### config.mk
export PLATFORM = sky130hd
export DESIGN_NAME = distributed_mutex_node_core
export DESIGN_NICKNAME = d
export VERILOG_FILES = /design/src/hdl/dmn_pkg.sv /design/src/hdl/dmn_ctrl.sv /design/src/hdl/dmn_datapath.sv /design/src/hdl/distributed_mutex_node_core.sv
export VERILOG_INCLUDE_DIRS = /design/src /design/src/hdl
export SDC_FILE = /design/constraint.sdc
export NUM_CORES = 1
export LEC_CHECK = 0
export BUFFER_PORTS_ARGS = -buffer_cell sky130_fd_sc_hd__buf_2
export CAP_MARGIN = 30
export CORE_MARGIN = 5
export CORE_UTILIZATION = 40
export CTS_CLUSTER_SIZE = 28
export DETAILED_ROUTE_END_ITERATION = 10
export PLACE_DENSITY = 0.59
export SYNTH_ARGS = -nofsm -noshare
export SYNTH_HDL_FRONTEND = slang
export SYNTH_SLANG_ARGS = --single-unit
### constraint.sdc
create_clock -name clk_i -period 4.05 [get_ports clk_i]
set_input_delay 0.2025 -clock clk_i [delete_from_list [all_inputs] [get_ports clk_i]]
set_output_delay 0.2025 -clock clk_i [all_outputs]
set_load 0.03 [all_outputs]
### src/hdl/distributed_mutex_node_core_macros.svh
// Assertion macros for the distributed mutex node core.
// Used by the top level only; relies on clk_i and rst_ni in the including scope.
`ifndef DISTRIBUTED_MUTEX_NODE_CORE_MACROS_SVH
`define DISTRIBUTED_MUTEX_NODE_CORE_MACROS_SVH

// Same-cycle implication, disabled during reset.
`define DMN_ASSERT_NOW(lbl, ante, cons) \
  lbl: assert property (@(posedge clk_i) disable iff (!rst_ni) (ante) |-> (cons)) \
    else $error("distributed_mutex_node_core: same-cycle check failed");

// Next-cycle implication, disabled during reset.
`define DMN_ASSERT_NEXT(lbl, ante, cons) \
  lbl: assert property (@(posedge clk_i) disable iff (!rst_ni) (ante) |=> (cons)) \
    else $error("distributed_mutex_node_core: next-cycle check failed");

`endif

### src/hdl/dmn_pkg.sv
// Shared types, codes and sizing constants for the distributed mutex node.
// No dependencies; imported by dmn_ctrl, dmn_datapath and the top level.
`default_nettype none

package dmn_pkg;

  localparam int NODE_COUNT = 8;
  // Ranks are 3 bits wide, so at most eight nodes take part.
  localparam int EFF_NODES  = (NODE_COUNT > 8) ? 8 : NODE_COUNT;
  localparam int NEEDED     = EFF_NODES - 1;
  localparam int QDEPTH     = 7;

  localparam int RANK_W  = 3;
  localparam int STAMP_W = 32;
  localparam int CNT_W   = 3;
  localparam int OP_W    = 2;
  localparam int KIND_W  = 2;

  // Input operations
  localparam logic [OP_W-1:0] OP_REQUEST = 2'd0;
  localparam logic [OP_W-1:0] OP_RELEASE = 2'd1;
  localparam logic [OP_W-1:0] OP_MESSAGE = 2'd2;

  // Message kinds, received and sent
  localparam logic [KIND_W-1:0] MSG_REQ = 2'd0;
  localparam logic [KIND_W-1:0] MSG_ACK = 2'd1;
  localparam logic [KIND_W-1:0] MSG_FIN = 2'd2;

  // Result kinds
  localparam logic [KIND_W-1:0] RK_MESSAGE = 2'd0;
  localparam logic [KIND_W-1:0] RK_ENTERED = 2'd1;
  localparam logic [KIND_W-1:0] RK_ALLDONE = 2'd2;

  typedef enum logic [1:0] {
    MODE_IDLE,
    MODE_REQ,
    MODE_CS
  } node_mode_e;

  // What the datapath emits after one event
  typedef enum logic [1:0] {
    PLAN_NONE,
    PLAN_BCAST,
    PLAN_DRAIN,
    PLAN_SINGLE
  } plan_e;

  typedef struct packed {
    logic capture;
    logic exec;
    logic step;
  } dmn_cmd_t;

  typedef struct packed {
    logic emit_any;
    logic last;
  } dmn_status_t;

endpackage

`default_nettype wire

### src/hdl/dmn_ctrl.sv
// Sequencer for the distributed mutex node: accept, execute, emit results.
// Depends on dmn_pkg for the command and status structs.
`default_nettype none

module dmn_ctrl (
  input  logic                 clk_i,
  input  logic                 rst_ni,
  input  logic                 start_i,
  input  dmn_pkg::dmn_status_t status_i,
  output dmn_pkg::dmn_cmd_t    cmd_o,
  output logic                 busy_o,
  output logic                 valid_o
);
  import dmn_pkg::*;

  localparam logic [1:0] ST_IDLE = 2'd0;
  localparam logic [1:0] ST_EXEC = 2'd1;
  localparam logic [1:0] ST_EMIT = 2'd2;

  logic [1:0] state_q, state_d;

  always_comb begin
    state_d       = state_q;
    cmd_o.capture = 1'b0;
    cmd_o.exec    = 1'b0;
    cmd_o.step    = 1'b0;
    case (state_q)
      ST_IDLE: begin
        if (start_i) begin
          cmd_o.capture = 1'b1;
          state_d       = ST_EXEC;
        end
      end
      ST_EXEC: begin
        cmd_o.exec = 1'b1;
        state_d    = status_i.emit_any ? ST_EMIT : ST_IDLE;
      end
      ST_EMIT: begin
        cmd_o.step = 1'b1;
        if (status_i.last) begin
          state_d = ST_IDLE;
        end
      end
      default: begin
        state_d = ST_IDLE;
      end
    endcase
  end

  always_ff @(posedge clk_i or negedge rst_ni) begin
    if (!rst_ni) begin
      state_q <= ST_IDLE;
    end else begin
      state_q <= state_d;
    end
  end

  assign busy_o  = (state_q != ST_IDLE);
  assign valid_o = (state_q == ST_EMIT);

endmodule

`default_nettype wire

### src/hdl/dmn_datapath.sv
// Node state, Lamport clock, deferred queue and result field generation.
// Depends on dmn_pkg; driven by commands from dmn_ctrl.
`default_nettype none

module dmn_datapath (
  input  logic                          clk_i,
  input  logic                          rst_ni,
  input  dmn_pkg::dmn_cmd_t             cmd_i,
  output dmn_pkg::dmn_status_t          status_o,
  input  logic                          cfg_we_i,
  input  logic [dmn_pkg::RANK_W-1:0]    cfg_data_i,
  input  logic [dmn_pkg::OP_W-1:0]      operation_i,
  input  logic [dmn_pkg::KIND_W-1:0]    msg_kind_i,
  input  logic [dmn_pkg::STAMP_W-1:0]   msg_stamp_i,
  input  logic [dmn_pkg::RANK_W-1:0]    msg_origin_i,
  output logic [dmn_pkg::KIND_W-1:0]    result_kind_o,
  output logic [dmn_pkg::KIND_W-1:0]    send_kind_o,
  output logic [dmn_pkg::STAMP_W-1:0]   send_stamp_o,
  output logic [dmn_pkg::RANK_W-1:0]    send_target_o,
  output logic                          last_o
);
  import dmn_pkg::*;

  // Captured event
  logic [OP_W-1:0]    op_q;
  logic [KIND_W-1:0]  kind_q;
  logic [STAMP_W-1:0] stamp_q;
  logic [RANK_W-1:0]  origin_q;

  // Node state
  logic [RANK_W-1:0]  own_rank_q;
  logic [STAMP_W-1:0] clock_q, clock_d;
  node_mode_e         mode_q, mode_d;
  logic [STAMP_W-1:0] req_stamp_q, req_stamp_d;
  logic [CNT_W-1:0]   acks_q, acks_d;
  logic [CNT_W-1:0]   count_q, count_d;
  logic [CNT_W-1:0]   fin_q, fin_d;
  logic [RANK_W-1:0]  deferred_q [QDEPTH];

  // Emission sequencing
  plan_e              plan_q, plan_d;
  logic [RANK_W-1:0]  idx_q, idx_d, idx_next;
  logic [RANK_W-1:0]  end_q, end_d;
  logic [KIND_W-1:0]  rkind_q, rkind_d;

  logic               enq;
  logic               grant;
  logic [STAMP_W-1:0] max_stamp;
  logic [CNT_W-1:0]   acks_sat;
  logic [RANK_W-1:0]  bcast_next;

  always_comb begin
    max_stamp   = (clock_q < stamp_q) ? stamp_q : clock_q;
    grant       = (mode_q == MODE_IDLE) ||
                  ((mode_q == MODE_REQ) &&
                   ((stamp_q < req_stamp_q) ||
                    ((stamp_q == req_stamp_q) && (origin_q < own_rank_q))));
    acks_sat    = (acks_q < CNT_W'(7)) ? acks_q + CNT_W'(1) : acks_q;

    clock_d     = clock_q;
    mode_d      = mode_q;
    req_stamp_d = req_stamp_q;
    acks_d      = acks_q;
    count_d     = count_q;
    fin_d       = fin_q;
    plan_d      = PLAN_NONE;
    idx_d       = '0;
    end_d       = '0;
    rkind_d     = RK_MESSAGE;
    enq         = 1'b0;

    case (op_q)
      OP_REQUEST: begin
        if (mode_q == MODE_IDLE) begin
          clock_d     = clock_q + STAMP_W'(1);
          req_stamp_d = clock_q + STAMP_W'(1);
          acks_d      = '0;
          mode_d      = MODE_REQ;
          plan_d      = PLAN_BCAST;
          // skip own rank at both ends of the sweep
          idx_d       = (own_rank_q == '0) ? RANK_W'(1) : '0;
          end_d       = (own_rank_q == RANK_W'(EFF_NODES - 1)) ?
                        RANK_W'(EFF_NODES - 2) : RANK_W'(EFF_NODES - 1);
        end
      end
      OP_RELEASE: begin
        if (mode_q == MODE_CS) begin
          clock_d = clock_q + STAMP_W'(1);
          mode_d  = MODE_IDLE;
          count_d = '0;
          if (count_q != '0) begin
            plan_d = PLAN_DRAIN;
            end_d  = RANK_W'(count_q - CNT_W'(1));
          end
        end
      end
      OP_MESSAGE: begin
        case (kind_q)
          MSG_REQ: begin
            if (grant) begin
              clock_d = max_stamp + STAMP_W'(2);
              plan_d  = PLAN_SINGLE;
              rkind_d = RK_MESSAGE;
            end else begin
              clock_d = max_stamp + STAMP_W'(1);
              if (count_q < CNT_W'(QDEPTH)) begin
                enq     = 1'b1;
                count_d = count_q + CNT_W'(1);
              end
            end
          end
          MSG_ACK: begin
            clock_d = max_stamp + STAMP_W'(1);
            if (mode_q == MODE_REQ) begin
              acks_d = acks_sat;
              if (acks_sat >= CNT_W'(NEEDED)) begin
                mode_d  = MODE_CS;
                clock_d = max_stamp + STAMP_W'(2);
                plan_d  = PLAN_SINGLE;
                rkind_d = RK_ENTERED;
              end
            end
          end
          MSG_FIN: begin
            clock_d = max_stamp + STAMP_W'(1);
            if (fin_q < CNT_W'(NEEDED)) begin
              fin_d = fin_q + CNT_W'(1);
              if (fin_q + CNT_W'(1) == CNT_W'(NEEDED)) begin
                plan_d  = PLAN_SINGLE;
                rkind_d = RK_ALLDONE;
              end
            end
          end
          default: begin
          end
        endcase
      end
      default: begin
      end
    endcase
  end

  always_comb begin
    bcast_next = idx_q + RANK_W'(1);
    if (bcast_next == own_rank_q) begin
      bcast_next = idx_q + RANK_W'(2);
    end
    idx_next = (plan_q == PLAN_BCAST) ? bcast_next : idx_q + RANK_W'(1);
  end

  always_ff @(posedge clk_i) begin
    if (cmd_i.capture) begin
      op_q     <= operation_i;
      kind_q   <= msg_kind_i;
      stamp_q  <= msg_stamp_i;
      origin_q <= msg_origin_i;
    end
    if (cmd_i.exec) begin
      end_q   <= end_d;
      rkind_q <= rkind_d;
      if (enq) begin
        deferred_q[count_q] <= origin_q;
      end
    end
  end

  always_ff @(posedge clk_i or negedge rst_ni) begin
    if (!rst_ni) begin
      own_rank_q  <= '0;
      clock_q     <= '0;
      mode_q      <= MODE_IDLE;
      req_stamp_q <= '0;
      acks_q      <= '0;
      count_q     <= '0;
      fin_q       <= '0;
      plan_q      <= PLAN_NONE;
      idx_q       <= '0;
    end else begin
      if (cfg_we_i) begin
        own_rank_q <= cfg_data_i;
      end
      if (cmd_i.exec) begin
        clock_q     <= clock_d;
        mode_q      <= mode_d;
        req_stamp_q <= req_stamp_d;
        acks_q      <= acks_d;
        count_q     <= count_d;
        fin_q       <= fin_d;
        plan_q      <= plan_d;
        idx_q       <= idx_d;
      end else if (cmd_i.step) begin
        idx_q <= idx_next;
      end
    end
  end

  // Result fields for the current beat
  always_comb begin
    result_kind_o = RK_MESSAGE;
    send_kind_o   = MSG_REQ;
    send_stamp_o  = clock_q;
    send_target_o = idx_q;
    case (plan_q)
      PLAN_BCAST: begin
        send_kind_o = MSG_REQ;
      end
      PLAN_DRAIN: begin
        send_kind_o   = MSG_ACK;
        send_target_o = (idx_q < RANK_W'(QDEPTH)) ? deferred_q[idx_q] : '0;
      end
      PLAN_SINGLE: begin
        result_kind_o = rkind_q;
        if (rkind_q == RK_MESSAGE) begin
          send_kind_o   = MSG_ACK;
          send_target_o = origin_q;
        end else begin
          send_stamp_o  = '0;
          send_target_o = '0;
        end
      end
      default: begin
      end
    endcase
  end

  assign last_o            = (idx_q == end_q);
  assign status_o.last     = (idx_q == end_q);
  assign status_o.emit_any = (plan_d != PLAN_NONE);

endmodule

`default_nettype wire

### src/hdl/distributed_mutex_node_core.sv
// Top level of one Ricart-Agrawala mutual exclusion node with a Lamport clock.
// Depends on dmn_pkg, dmn_ctrl, dmn_datapath and the assertion macro header.
// Usage:
//   Event channel: drive operation_i, msg_kind_i, msg_stamp_i and msg_origin_i
//   with start high; the beat is taken at the rising edge where busy is low.
//   Result channel: each result beat stands on the result ports for exactly one
//   cycle with result_valid_o high; last_o marks the final beat of an event.
//   The receiver cannot stall, so beats leave back to back without gaps.
//   Configuration: write own rank by cfg_we_i/cfg_data_i only while idle; the block does not enforce this.
// Timing:
//   After the accept edge the block runs its execute state, in which the clock,
//   mode, counters and deferred queue update, then emits the result beats back to back.
//   Busy stays high until the final beat of an event has left, so the next
//   event is taken only after the previous one is done.
//   A local request sends up to seven REQ beats; a release sends one ACK per
//   deferred node; the emit counter in the datapath sets these lengths.
//   Events with no result (ignored requests, queued REQs, plain ACKs) end after execute.
// Reset:
//   rst_ni low clears the Lamport clock, mode, counters and own rank at once.
//   The deferred queue is not cleared; entries are read only after written.
`default_nettype none

`include "distributed_mutex_node_core_macros.svh"

module distributed_mutex_node_core (
  input  logic                          clk_i,
  input  logic                          rst_ni,
  input  logic                          start,
  output logic                          busy,
  input  logic                          cfg_we_i,
  input  logic [dmn_pkg::RANK_W-1:0]    cfg_data_i,
  input  logic [dmn_pkg::OP_W-1:0]      operation_i,
  input  logic [dmn_pkg::KIND_W-1:0]    msg_kind_i,
  input  logic [dmn_pkg::STAMP_W-1:0]   msg_stamp_i,
  input  logic [dmn_pkg::RANK_W-1:0]    msg_origin_i,
  output logic                          result_valid_o,
  output logic [dmn_pkg::KIND_W-1:0]    result_kind_o,
  output logic [dmn_pkg::KIND_W-1:0]    send_kind_o,
  output logic [dmn_pkg::STAMP_W-1:0]   send_stamp_o,
  output logic [dmn_pkg::RANK_W-1:0]    send_target_o,
  output logic                          last_o
);
  import dmn_pkg::*;

  dmn_cmd_t    cmd;
  dmn_status_t status;
  logic        accept;

  // Take a new event only while the sequencer rests
  assign accept = start & ~busy;

  dmn_ctrl u_ctrl (
    .clk_i    (clk_i),
    .rst_ni   (rst_ni),
    .start_i  (accept),
    .status_i (status),
    .cmd_o    (cmd),
    .busy_o   (busy),
    .valid_o  (result_valid_o)
  );

  dmn_datapath u_datapath (
    .clk_i         (clk_i),
    .rst_ni        (rst_ni),
    .cmd_i         (cmd),
    .status_o      (status),
    .cfg_we_i      (cfg_we_i),
    .cfg_data_i    (cfg_data_i),
    .operation_i   (operation_i),
    .msg_kind_i    (msg_kind_i),
    .msg_stamp_i   (msg_stamp_i),
    .msg_origin_i  (msg_origin_i),
    .result_kind_o (result_kind_o),
    .send_kind_o   (send_kind_o),
    .send_stamp_o  (send_stamp_o),
    .send_target_o (send_target_o),
    .last_o        (last_o)
  );

  // A result beat only appears while an event is in flight
  `DMN_ASSERT_NOW(a_valid_busy, result_valid_o, busy)
  // An accepted event holds the block busy for its execute cycle
  `DMN_ASSERT_NEXT(a_accept_busy, start && !busy, busy)
  // Result beats of one event leave without gaps
  `DMN_ASSERT_NEXT(a_burst_cont, result_valid_o && !last_o, result_valid_o)
  // The final beat frees the block for the next event
  `DMN_ASSERT_NEXT(a_last_frees, result_valid_o && last_o, !busy)

endmodule

`default_nettype wire

### Yosys cells after proc, flatten, opt, wreduce, memory -nomap -nowiden

Memories as Yosys holds them, arrays and structs flattened.
Cells that the tools add are included.

| word-level totals | value |
|---|---|
| word-level logic and storage cells | 161 |
| output and inout port bits | 42 |
| input port bits | 46 |
| memories | 1 |
| bits in writable memories | 21 |
| register bits | 129 |

Memory list:

| memory | depth | bits a word | read ports | clocked after memory_dff | wr ports | RTL line | source |
|---|---|---|---|---|---|---|---|
| u_datapath.deferred_q | 7 | 3 | 1 | 0 | 1 | dmn_datapath.sv:38 | `logic [RANK_W-1:0] deferred_q [QDEPTH];` |

| operators by class | value |
|---|---|
| magnitude comparators | 8 |
| bitwise gates (word level) | 2 |
| eq/ne operators | 27 |
| reductions and logical operators | 24 |
| mux-type cells | 74 |
| $add $sub $neg | 9 |

Operators by type and width:

| cell | number |
|---|---|
| two-way mux 32 bit | 8 |
| one-hot mux 32 bit (3 select lines) | 2 |
| adder 32 x 1 -> 32 bit (second input constant) | 2 |
| less-than comparator 32 bit | 2 |
| two-way mux 3 bit | 19 |
| two-way mux 2 bit | 19 |
| adder 32 x 2 -> 32 bit (second input constant) | 1 |
| equality test 32 bit | 1 |
| one-hot mux 2 bit (3 select lines) | 4 |
| one-hot mux 3 bit (2 select lines) | 4 |
| two-way mux 1 bit | 16 |
| adder 3 x 1 -> 3 bit (second input constant) | 4 |
| equality test 2 bit (second input constant) | 6 |
| less-than comparator 3 bit (second input constant) | 4 |
| inequality test 2 x 1 -> 1 bit (second input constant) | 6 |
| equality test 2 x 1 -> 1 bit (second input constant) | 5 |
| zero test 2 bit | 5 |
| AND reduction 5 bit | 2 |
| nonzero test 2 bit | 5 |
| inequality test 2 bit (second input constant) | 4 |
| one-hot mux 2 bit (2 select lines) | 2 |
| AND reduction 7 bit | 1 |
| equality test 3 bit | 2 |
| equality test 3 bit (second input constant) | 2 |
| 15 further kinds | 18 |

### Logic depth before layout (Yosys ltp)

Gate-level depths: netlist (run 1).

| logic depth | value |
|---|---|
| word-level depth | 11 |
| gate-level depth with buffers | 20 |
| gate-level depth less buffers | 18 |

### Modules after synthesis

Synthesis (run 1) repeated with hierarchy kept, for this count alone.

| second synthesis, totals | value |
|---|---|
| cells, all modules | 1380 |
| area, all modules | 11613.6 um2 |

Modules (own cells, without submodules):

| module | area an instance (um2) | instances | cells an instance |
|---|---|---|---|
| dmn_datapath | 11496.0 | 1 | 1368 |
| dmn_ctrl | 103.8 | 1 | 11 |
| distributed_mutex_node_core | 13.8 | 1 | 1 |

### Worst setup path after synthesis (run 1)

No wires, ideal clock.

| timing path | value |
|---|---|
| kind | register to register |
| start | register u_datapath.stamp_q[14] |
| end | register u_datapath.clock_q[19] |
| data required time | 3920 ps |
| buffers on the path | 2 |
| period minus slack after synthesis | 4413 ps |
| arrival | 4282 ps |
| library setup time | 130 ps |
| cell stages (with the launch flop) | 20 |
| slack | -363 ps |
| path through | edfxtp_1 -> inv_1 -> ha_1 -> and4_1 -> a221o_1 -> o21a_1 -> nor2_1 -> buf_2 -> buf_2 -> mux2i_1 -> inv_1 -> ha_1 -> inv_1 -> nor3_1 -> nand4_1 -> or4_1 -> o41ai_1 -> o21ai_0 -> o31ai_1 -> o21ai_0 |

| between the ends | value |
|---|---|
| longest elaborated chain between the ends | 8 |
| elaborated cells between the ends (all ways) | 15 |
| classes of those cells | 2 x add/sub; 2 x order compare; 1 x eq/ne; 6 x mux; 4 x reduce/logical |

RTL lines:

| item | RTL line | source |
|---|---|---|
| start, declared | dmn_datapath.sv:27 | `logic [STAMP_W-1:0] stamp_q;` |
| start signal, assigned | dmn_datapath.sv:155 | `stamp_q <= msg_stamp_i;` |
| parallel branches: the longest is 6 deep, another holds less-than comparator 32 bit | -- |  |
| one-hot mux 32 bit (3 select lines) * | dmn_datapath.sv:98 | `case (kind_q)` |
| one-hot mux 32 bit (3 select lines) * | dmn_datapath.sv:72 | `case (op_q)` |
| end signal, assigned | dmn_datapath.sv:183 | `clock_q <= clock_d;` |
| end, declared | dmn_datapath.sv:32 | `logic [STAMP_W-1:0] clock_q, clock_d;` |

Mark *: on every way between the ends.
A chain may end at the register's enable or synchronous reset.

### Final worst setup path (run 1)

| timing path | value |
|---|---|
| start | register u_datapath.clock_q[30] |
| end | register u_datapath.clock_q[19] |

| between the ends | value |
|---|---|
| longest elaborated chain between the ends | 7 |
| elaborated cells between the ends (all ways) | 9 |
| classes of those cells | 2 x add/sub; 1 x order compare; 6 x mux |

RTL lines:

| item | RTL line | source |
|---|---|---|
| less-than comparator 32 bit * | dmn_datapath.sv:53 | `max_stamp = (clock_q < stamp_q) ? stamp_q : clock_q;` |
| two-way mux 32 bit * | dmn_datapath.sv:53 |  |
| adder 32 x 1 -> 32 bit / adder 32 x 2 -> 32 bit (equally long branches) | -- |  |
| two-way mux 32 bit | dmn_datapath.sv:116 | `if (acks_sat >= CNT_W'(NEEDED)) begin` |
| two-way mux 32 bit | dmn_datapath.sv:114 | `if (mode_q == MODE_REQ) begin` |
| one-hot mux 32 bit (3 select lines) * | dmn_datapath.sv:98 |  |
| one-hot mux 32 bit (3 select lines) * | dmn_datapath.sv:72 |  |

Every way passes the cells marked *; elsewhere a longest branch is shown, timed or not.

==> flow_summary.ini, run 1 <==
[run_status]
status = complete, no violations

[floorplan]
start_util_pct = 40.6
dieHeight_um = 181
rows = 62
die_x_um = 181
dieArea_um2 = 32700
ios = 88
core_um2 = 28700

[clock_tree]
cts_tree = done
cts-buffers-inserted = 17
cts_sinks = 150
htreeDepth = 4
clk_path_buf_depth = 2
root_buffer = clkbuf_16
clk_pin_slew_ns = 0.07
clk_latency_ns = 0.45

[layout]
syn2layout_area_growth_pct = 27.0
drive_gt1_share_pct = 21.3
finalNetCount = 1757
nFillCells = 2766
num_antenna_cells = 0
utilization_pct = 51.6

[sta]
tightestPinTransition_ns = 0.898
finalCritPeriodShare_pct = 97.6
setup_viol = 0
clock_skew_ns = 0.0167
slew_headroom_pct = 40.1
final_hold_viol_count = 0
slew_violations = 0
max_freq_mhz = 253
min_period_ns = 3.95
tns_ns = 0

[synthesis]
synth_xor_area_share_pct = 3.91
syn_nets = 1516
synth-main-ff-cell = dfrtp_1
synth.top_cells.by_count = nand2_1, o21ai_0, inv_1, nor2_1, ha_1
avgSynthCellArea_um2 = 8.43
syn_area_um2 = 11700
synth_seq_cells = 150
syn_inst = 1382
ys_types = 78
synth_edf_count = 65
synth_top_area_share_pct = 18.3
yosys_warnings = 0
synth.area.top_cells = dfrtp_1, edfxtp_1, ha_1, o21ai_0, nand2_1
yosysSeqAreaShare_pct = 35.0
synth_most_common_cell = nand2_1
synthSimpleGateAreaFrac_pct = 21.8
synth_compound_area_share_pct = 18.6
synth_top_family_by_area = simple AND/OR/NAND/NOR gates
synthMuxAreaShare_pct = 5.12
yosysTopAreaCell = dfrtp_1
synth_fa_ha_area_share_pct = 9.45
async_reset_ff_share_pct = 56.7

[worst_setup_path]
cp_max_fo = 4
cp.arrival_ns = 4.28
crit_required_ns = 4.38
end_kind = register
crit_type = reg -> reg
start_kind = register

[routing]
drtIter0Drc = 1315
vias = 11900
post_drt_wl_per_cell_um = 22.8
postRouteAntennaNets = 0
wl_um = 46200
viasPerCell = 5.88
drcViolationCount = 0
firstDrtPassIters = 6

[placed_design]
hpwl_um = 34700
place.gp.congestion = 0.982
portBuffers = 86

[job]
cap_violations = 0

[worst_hold_path]
hold_path.class = in -> reg

[grt]
antenna_found_initial = 0
grt_overflow = 0
grtUsageTotal_pct = 27.7
grt_start_max_net_pins = 54
grt_pass1_wl_um = 70400
first_global_vias = 11500

[power_and_ir_drop]
p_per_area_nw_per_um2 = 718
clkPwrFrac_pct = 15.4
swShare_pct = 49.4
vdd_drop_max_mv = 0.449
p_sw_w = 0.00525
combinationalPowerShare_pct = 61.6
internal_power_w = 0.00538
totalPowerFinal_w = 0.0106
sequentialPowerShare_pct = 23.0
leakagePower_nw = 6.27
-- kinds of logic (layout without fill, tap and decap cells) --
group | count (synthesis) | after routing
buf+inv | 180 | 434
simple gates | 512 | 512
flops | 150 | 150
mux | 55 | 55
fa+ha+maj | 88 | 88
other cells | 1 | 1
xor+xnor | 52 | 52
compound gates | 344 | 344
-- worst paths after layout --
path                                               to                       start  slack (ns)  cells past startpoint
max                            u_datapath.clock_q[19]      u_datapath.clock_q[30]         0.1                     19
min                          u_datapath.own_rank_q[0]                    cfg_we_i        0.06                      2
max reg2reg                    u_datapath.clock_q[19]      u_datapath.clock_q[30]         0.1                     19
min reg2reg                u_datapath.req_stamp_q[23]  u_datapath.req_stamp_q[23]        0.48                      2
max in group asynchronous  u_datapath.req_stamp_q[16]                      rst_ni        2.68                      3
min in group asynchronous   u_datapath.req_stamp_q[2]                      rst_ni        0.36                      2
-- metal layers --
metal | part of all wire, % | GRT usage [%] | up-vias
li1 | - | - | 5516
met2 | 44 | 42.1 | 569
met4 | 2.7 | 8.68 | 0
met1 | 46 | 40.4 | 5720
met3 | 7.6 | 4.60 | 73
met5 | 0 | 0 | -
-- layout make-up --
type / instances / area, µm² / share of cell area (%)
inverter: 100 / 375 / 2.54
clock buffer: 17 / 425 / 2.88
tap: 384 / 480 / 3.25
clock inverter: 15 / 159 / 1.07
timing repair buffer: 302 / 2180 / 14.7
sequential: 150 / 4080 / 27.6
multi-input combinational: 1052 / 7100 / 48.0
-- critical path: stages (launching register included) --
cell and delay [ns]:
dfrtp_1 0.42, ha_4 0.29, nand4_1 0.23, buf_6 0.22, nor4_4 0.20, buf_4 0.18
o21a_4 0.16, nor2_4 0.04, mux2i_2 0.15, inv_1 0.09, ha_2 0.21, inv_2 0.06
nor3_4 0.19, nand4_1 0.15, or4_1 0.55, o41ai_2 0.08, buf_4 0.20, o21ai_2 0.06
o31ai_1 0.25, o21ai_1 0.10
-- flip-flops by register name (all words and copies together), names as in the netlist, 3 cells and up --
register	cells
u_datapath.clock_q	32
u_datapath.acks_q	3
u_datapath.stamp_q	32
u_datapath.end_q	3
u_datapath.own_rank_q	3
u_datapath.fin_q	3
u_datapath.idx_q	3
u_datapath.origin_q	3
u_datapath.req_stamp_q	32
u_datapath.count_q	3
u_datapath.deferred_q	21
-- what timing repair did --
item	in CTS	in global routing
resized for setup	6	39
hold endpoints to repair	93	0
pin swaps	1	15
endpoints found under the setup margin	2	13
hold buffers	45	0
gates cloned	0	0
buffers inserted	0	7
-- through the flow --
stage | cell area, µm² | cells | hold WS [ns] | setup slack [ns]
after floorplan | 11700 | 1382 | -0.0931 | 0.00237
after global placement | 13500 | 1934 | 0.319 | 0.0666
after detailed placement | 13500 | 1936 | 0.324 | -0.0235
after CTS | 14600 | 2013 | 0.0386 | 0.00883
after global routing | 14800 | 2020 | 0.0633 | -0.0687
final | 14800 | 2020 | 0.0565 | 0.0986
-- cells in the final DEF (no fill, tap or decap), types with 11 or more instances in the layout --
master / count
nand3_1: 67
buf_4: 169
a21oi_1: 73
inv_1: 90
nand2b_1: 11
nor3_1: 39
and2_1: 38
o31ai_1: 15
ha_1: 78
nor2_1: 94
xnor2_1: 33
o21a_1: 14
mux2i_1: 44
nor4_1: 21
a31oi_1: 14
o21ai_0: 112
dlygate4sd3_1: 45
clkbuf_16: 17
dfrtp_1: 85
nand2_1: 128
edfxtp_1: 65
and3_1: 29
xor2_1: 19
buf_2: 86
nand4_1: 43
-- power by group through the flow --
stage | sequential [W] | combinational [W] | clock [W]
after floorplan | 0.00239 | 0.00383 | 0
after global placement | 0.00243 | 0.00612 | 0
after detailed placement | 0.00245 | 0.00615 | 0
after CTS | 0.00242 | 0.00624 | 0.00167
after global routing | 0.00250 | 0.00703 | 0.00173
final | 0.00244 | 0.00655 | 0.00164
No activity file was read; power rests on OpenSTA's default activity.
==> run 2, diff against run 1 <==
Settings changed: REMOVE_ABC_BUFFERS set to 1.
==> run 2 against run 1 <==
Register-to-register slack gained 0.08 ns. Global-route usage shrank 0.67 points. Setup slack gained 0.079 ns. Utilization shrank 0.057 points. Cell count grew 0.40%. Via count grew 0.19%. Sequential share of layout area is essentially flat. Non-clock buffer count grew 8. Maximum frequency grew 2.0%. Critical path type unchanged.
==> flow_summary.ini, run 2 (synthesized netlist as in run 1, its figures left out) <==
[floorplan]
ios = 88
core_um2 = 28700
dieArea_um2 = 32700
dieHeight_um = 181
rows = 62
die_x_um = 181
start_util_pct = 40.6

[job]
cap_violations = 0

[routing]
wl_um = 45400
postRouteAntennaNets = 0
post_drt_wl_per_cell_um = 22.4
vias = 11900
drcViolationCount = 0
viasPerCell = 5.87
firstDrtPassIters = 6
drtIter0Drc = 1283

[sta]
hold_ws_ns = 0.0122
clock_skew_ns = 0.0186
tightestPinTransition_ns = 0.991
slew_violations = 0
slew_headroom_pct = 33.7
min_period_ns = 3.87
final_hold_viol_count = 0
finalCritPeriodShare_pct = 95.6
rsz0062_at_grt = false
max_freq_mhz = 258
setup_viol = 0

[worst_setup_path]
crit_path_end = u_datapath.clock_q[19]
reg2reg_to = u_datapath.clock_q[19]
cp_max_fo = 4
end_kind = register
crit_start = u_datapath.stamp_q[28]
crit_required_ns = 4.37
start_kind = register
cp.arrival_ns = 4.19
r2r_cells = 20
crit_type = reg -> reg
r2r-start = u_datapath.stamp_q[28]
reg2reg_slack_ns = 0.18

[layout]
num_antenna_cells = 0
mostFrequentLayoutCells = buf_4, nand2_1, o21ai_0
utilization_pct = 51.5
syn2layout_area_growth_pct = 26.8
nFillCells = 2824
top_regs = u_datapath.clock_q x32, u_datapath.req_stamp_q x32, u_datapath.stamp_q x32
final_common_cell = buf_4
drive_gt1_share_pct = 20.6
stdcell_count = 2028
finalNetCount = 1765

[power_and_ir_drop]
swShare_pct = 49.0
internal_power_w = 0.00543
vdd_drop_max_mv = 0.324
clkPwrFrac_pct = 15.8
p_per_area_nw_per_um2 = 721
p_sw_w = 0.00522
leakagePower_nw = 6.32
combinationalPowerShare_pct = 61.6
sequentialPowerShare_pct = 22.6

[placed_design]
hpwl_um = 34700
place.gp.congestion = 1.04
portBuffers = 86
dp_cells = 1952

[clock_tree]
clk_pin_slew_ns = 0.07
cts-buffers-inserted = 17
clk_path_buf_depth = 2
cts_sinks = 150
htreeDepth = 4
clk_latency_ns = 0.45
root_buffer = clkbuf_16
cts_tree = done

[grt]
grt_overflow = 0
grtUsageTotal_pct = 27.0
first_global_vias = 11600
antenna_found_initial = 0
grt_start_max_net_pins = 50
grt_pass1_wl_um = 68200

[worst_hold_path]
worstHoldStart = msg_stamp_i[14]
hold_path.class = in -> reg

[run_status]
status = complete, no violations
[run 2: cell types whose count changed in the layout (fill, tap and decap cells not counted), moves of 3 or more]
cell	change
o21ai_0	+3
inv_2	-8
clkinv_8	+5
inv_1	+8
buf_4	+10
ha_1	+8
ha_4	-8
[run 2: worst max-delay path: stages (launching register included)]
cell	delay [ns]
edfxtp_1	0.37
inv_1	0.08
ha_1	0.28
nand4_1	0.20
buf_4	0.22
nor2_1	0.17
a2bb2oi_1	0.10
buf_4	0.17
nand2_1	0.12
buf_4	0.13
o21ai_0	0.08
o21ai_2	0.09
ha_2	0.22
inv_1	0.06
nor3_2	0.15
nand4_1	0.14
or4_4	0.50
o41ai_2	0.10
o21ai_1	0.17
o31ai_1	0.27
o21ai_0	0.12
[run 2: per-layer routing]
layer | wire (µm) | GRT usage, %
met4 | 1600 | 10.8
met3 | 3380 | 5.91
met1 | 19100 | 35.0
met2 | 21400 | 44.2
met5 | 0 | 0
[run 2: how the worst min path moves through the flow]
stage | to | cells after the start
after floorplan | u_ctrl.state_q[0] | 0
after global placement | u_datapath.req_stamp_q[19] | 1
after detailed placement | u_datapath.req_stamp_q[20] | 1
after CTS | u_datapath.stamp_q[14] | 1
after global routing | u_datapath.stamp_q[14] | 1
final | u_datapath.stamp_q[14] | 1
[run 2: stage by stage]
stage / TNS, ns / total power [W] / setup WS, ns / area (µm²)
3_3_place_gp: -0.0164 / 0.00868 / -0.0164 / 13600
6_report: 0 / 0.0107 / 0.178 / 14800
5_1_grt: 0 / 0.0113 / 0.000615 / 14800
2_1_floorplan: -63.34 / 0.00603 / -2.62 / 11300
4_1_cts: 0 / 0.0105 / 0.00296 / 14700
3_5_place_dp: -0.255 / 0.00872 / -0.130 / 13600
[run 2: area by class of cell]
type | instances | area [µm²] | area share, %
Clock buffer | 17 | 425 | 2.88
Clock inverter | 15 | 198 | 1.34
Inverter | 100 | 375 | 2.54
Multi-Input combinational cell | 1052 | 6980 | 47.2
Sequential cell | 150 | 4080 | 27.6
Tap cell | 384 | 480 | 3.25
Timing Repair Buffer | 310 | 2240 | 15.2
[run 2: timing repair]
action                                  CTS  global route
setup buffers                             0             0
cloned                                    0             0
resized for setup                         5            18
endpoints found under the setup margin    4            10
pin swaps                                 0             5
hold buffers                             44             0
hold endpoints to repair                 89             0
[run 2: power groups by stage]
stage	Clock [W]	Combinational, W	Sequential, W
floorplan	0	0.00342	0.00261
global placement	0	0.00627	0.00241
detailed placement	0	0.00629	0.00243
CTS	0.00171	0.00638	0.00240
global route	0.00178	0.00703	0.00246
finish	0.00168	0.00657	0.00241
==> run 3, diff against run 2 <==
Settings changed: BUFFER_PORTS_ARGS -buffer_cell sky130_fd_sc_hd__buf_2 to unset, CTS_BUF_LIST set to sky130_fd_sc_hd__clkbuf_2, DONT_BUFFER_PORTS set to 1, PLACE_DENSITY 0.59 to 0.56.
Clock period 4.05 ns to 3.48 ns, I/O delays scaled along.
==> run 3 against run 2 <==
The run now ends with setup timing left. Sequential power is 17% higher. Design area is 5.9% higher. Total power is 20% higher. Largest power group unchanged. Register-to-register slack worse by 0.39 ns. Combinational power is 34% higher. Cell count is 0.84% higher. Global-route usage is 1.2 points higher.
==> flow_summary.ini, run 3 (synthesized netlist as in run 1, its figures left out) <==
[layout]
top_regs = u_datapath.clock_q x32, u_datapath.req_stamp_q x32, u_datapath.stamp_q x32
finalNetCount = 1781
final_common_cell = buf_4
postLayoutCellArea_um2 = 15700
mostFrequentLayoutCells = buf_4, nand2_1, o21ai_0
utilization_pct = 54.5
drive_gt1_share_pct = 24.6
syn2layout_area_growth_pct = 34.3

[power_and_ir_drop]
p_per_area_nw_per_um2 = 816
swShare_pct = 50.6
combinationalPowerShare_pct = 68.8
sequentialPowerShare_pct = 22.0
internal_power_w = 0.00631
leakagePower_nw = 6.48
clkPwrFrac_pct = 9.3
vdd_drop_max_mv = 0.438
p_sw_w = 0.00647

[clock_tree]
htreeDepth = 4
clk_latency_ns = 0.80
clk_pin_slew_ns = 0.29
cts-buffers-inserted = 17
cts_tree = done
cts_sinks = 150
clk_path_buf_depth = 2
root_buffer = clkbuf_2

[floorplan]
core_um2 = 28700
die_x_um = 181
start_util_pct = 40.6
dieArea_um2 = 32700
dieHeight_um = 181
ios = 88
rows = 62

[routing]
drtIter0Drc = 1218
postRouteAntennaNets = 0
post_drt_wl_per_cell_um = 23.3
viasPerCell = 5.88
wl_um = 47600
vias = 12000
drcViolationCount = 0
firstDrtPassIters = 6

[worst_hold_path]
holdPathStages = 1
hold_path.class = in -> reg

[worst_setup_path]
r2r_cells = 18
crit_path_end = u_datapath.clock_q[15]
start_kind = register
crit_start = u_datapath.stamp_q[11]
cp.buffers_inverters = 4
crit_type = reg -> reg
r2r-start = u_datapath.stamp_q[11]
cp.arrival_ns = 4.43
end_kind = register
max_stage_delay_ns = 0.48
crit_family = compound AO/OA/AOI/OAI gates
path_cells = inv_2 > ha_4 > a21oi_2 > o21ai_2 > a221o_1 > o21ai_2 > nand2_4 > o21ai_4 > ha_4 > buf_6 > and3_4 > nand2_4 > nor3_4 > mux2i_1 > buf_4 > o21a_1 > o31ai_2 > buf_4
path_depth = 18
reg2reg_to = u_datapath.clock_q[15]
cp_max_fo = 4
reg2reg_slack_ns = -0.21
crit_required_ns = 4.22
slowest_stage = edfxtp_1

[sta]
setup_viol = 17
slew_violations = 0
finalCritPeriodShare_pct = 106
slew_headroom_pct = 39.5
rsz0062_at_grt = true
final_hold_viol_count = 0
setup_ws_ns = -0.211
max_freq_mhz = 271
clock_skew_ns = 0.0586
tightestPinTransition_ns = 0.900
min_period_ns = 3.69

[placed_design]
hpwl_um = 35000
placed_area_um2 = 13400
portBuffers = 0
place.gp.congestion = 1.01

[grt]
grt_overflow = 0
grt_start_max_net_pins = 61
grtUsageTotal_pct = 28.2
grt_pass1_wl_um = 71200
antenna_found_initial = 2
first_global_vias = 12000

[job]
cap_violations = 0

[run_status]
violations = setup timing
status = complete, but fails checks
==> run 3: changes by cell type in the layout (fill, tap and decap cells not counted), moves of 12 or more <==
cell,delta
buf_2,-85
clkbuf_16,-17
buf_6,+12
dlygate4sd3_1,+41
a21oi_2,+14
clkbuf_2,+19
buf_4,+40
a21oi_1,-15
o21ai_0,-16
==> run 3: worst min-delay path by stage <==
stage / to / from / slack (ns)
after global routing: u_datapath.stamp_q[15] / msg_stamp_i[15] / 0.01
after detailed placement: u_datapath.req_stamp_q[20] / rst_ni / -0.12
after CTS: u_datapath.stamp_q[15] / msg_stamp_i[15] / 0.02
after global placement: u_datapath.req_stamp_q[20] / rst_ni / -0.12
final: u_datapath.stamp_q[13] / msg_stamp_i[13] / 0.09
after floorplan: u_ctrl.state_q[0] / rst_ni / -0.12
==> run 3: routing by layer <==
layer	vias up	wire length [µm]	share of wire, %	track usage (%)
met3	117	3260	6.9	4.91
met2	487	23000	48	47.3
met5	-	13	0.027	0
li1	5566	-	-	-
met1	5847	19800	42	36.5
met4	2	1590	3.4	10.6
==> run 3: power by group through the flow <==
stage	registers (W)	logic, W	clock network, W
after floorplan	0.00304	0.00398	0
after global placement	0.00281	0.00728	0
after detailed placement	0.00283	0.00732	0
after CTS	0.00279	0.00790	0.00121
after global routing	0.00287	0.00939	0.00128
final	0.00281	0.00879	0.00118
==> run 3: layout make-up <==
cell class	count	area, µm²
diodes	1	2.50
multi-input cells	1053	7660
clock inverters	13	168
inverters	100	375
well taps	384	480
fillers	2678	13100
repair buffers	325	2800
clock buffers	19	95.1
flip-flops and latches	150	4080
==> run 3: per-stage QoR <==
step                instances  total power [W]  hold slack, ns  worst slack (ns)  TNS [ns]
floorplan                1302          0.00702          -0.122             -3.19    -81.20
global placement         1900           0.0101          -0.116            -0.582     -9.08
detailed placement       1900           0.0101          -0.117            -0.719    -11.25
CTS                      2031           0.0119          0.0187            -0.234     -1.14
global route             2045           0.0135          0.0117            -0.303     -4.03
finish                   2045           0.0128          0.0889            -0.211     -1.77
==> run 3: worst register-to-register path, stage by stage (launching register included) <==
cell	delay [ns]
edfxtp_1	0.48
inv_2	0.09
ha_4	0.21
a21oi_2	0.14
o21ai_2	0.09
a221o_1	0.42
o21ai_2	0.24
nand2_4	0.11
o21ai_4	0.21
ha_4	0.17
buf_6	0.10
and3_4	0.20
nand2_4	0.09
nor3_4	0.21
mux2i_1	0.12
buf_4	0.19
o21a_1	0.18
o31ai_2	0.22
buf_4	0.16
==> run 3: timing repair <==
| item | in CTS | in global routing |
|---|---|---|
| endpoints found under the hold margin | 146 | 0 |
| gates resized for setup | 92 | 102 |
| pin swaps | 41 | 66 |
| gates cloned | 0 | 1 |
| endpoints found under the setup margin | 32 | 47 |
| hold buffers | 87 | 0 |
| setup buffers | 16 | 16 |
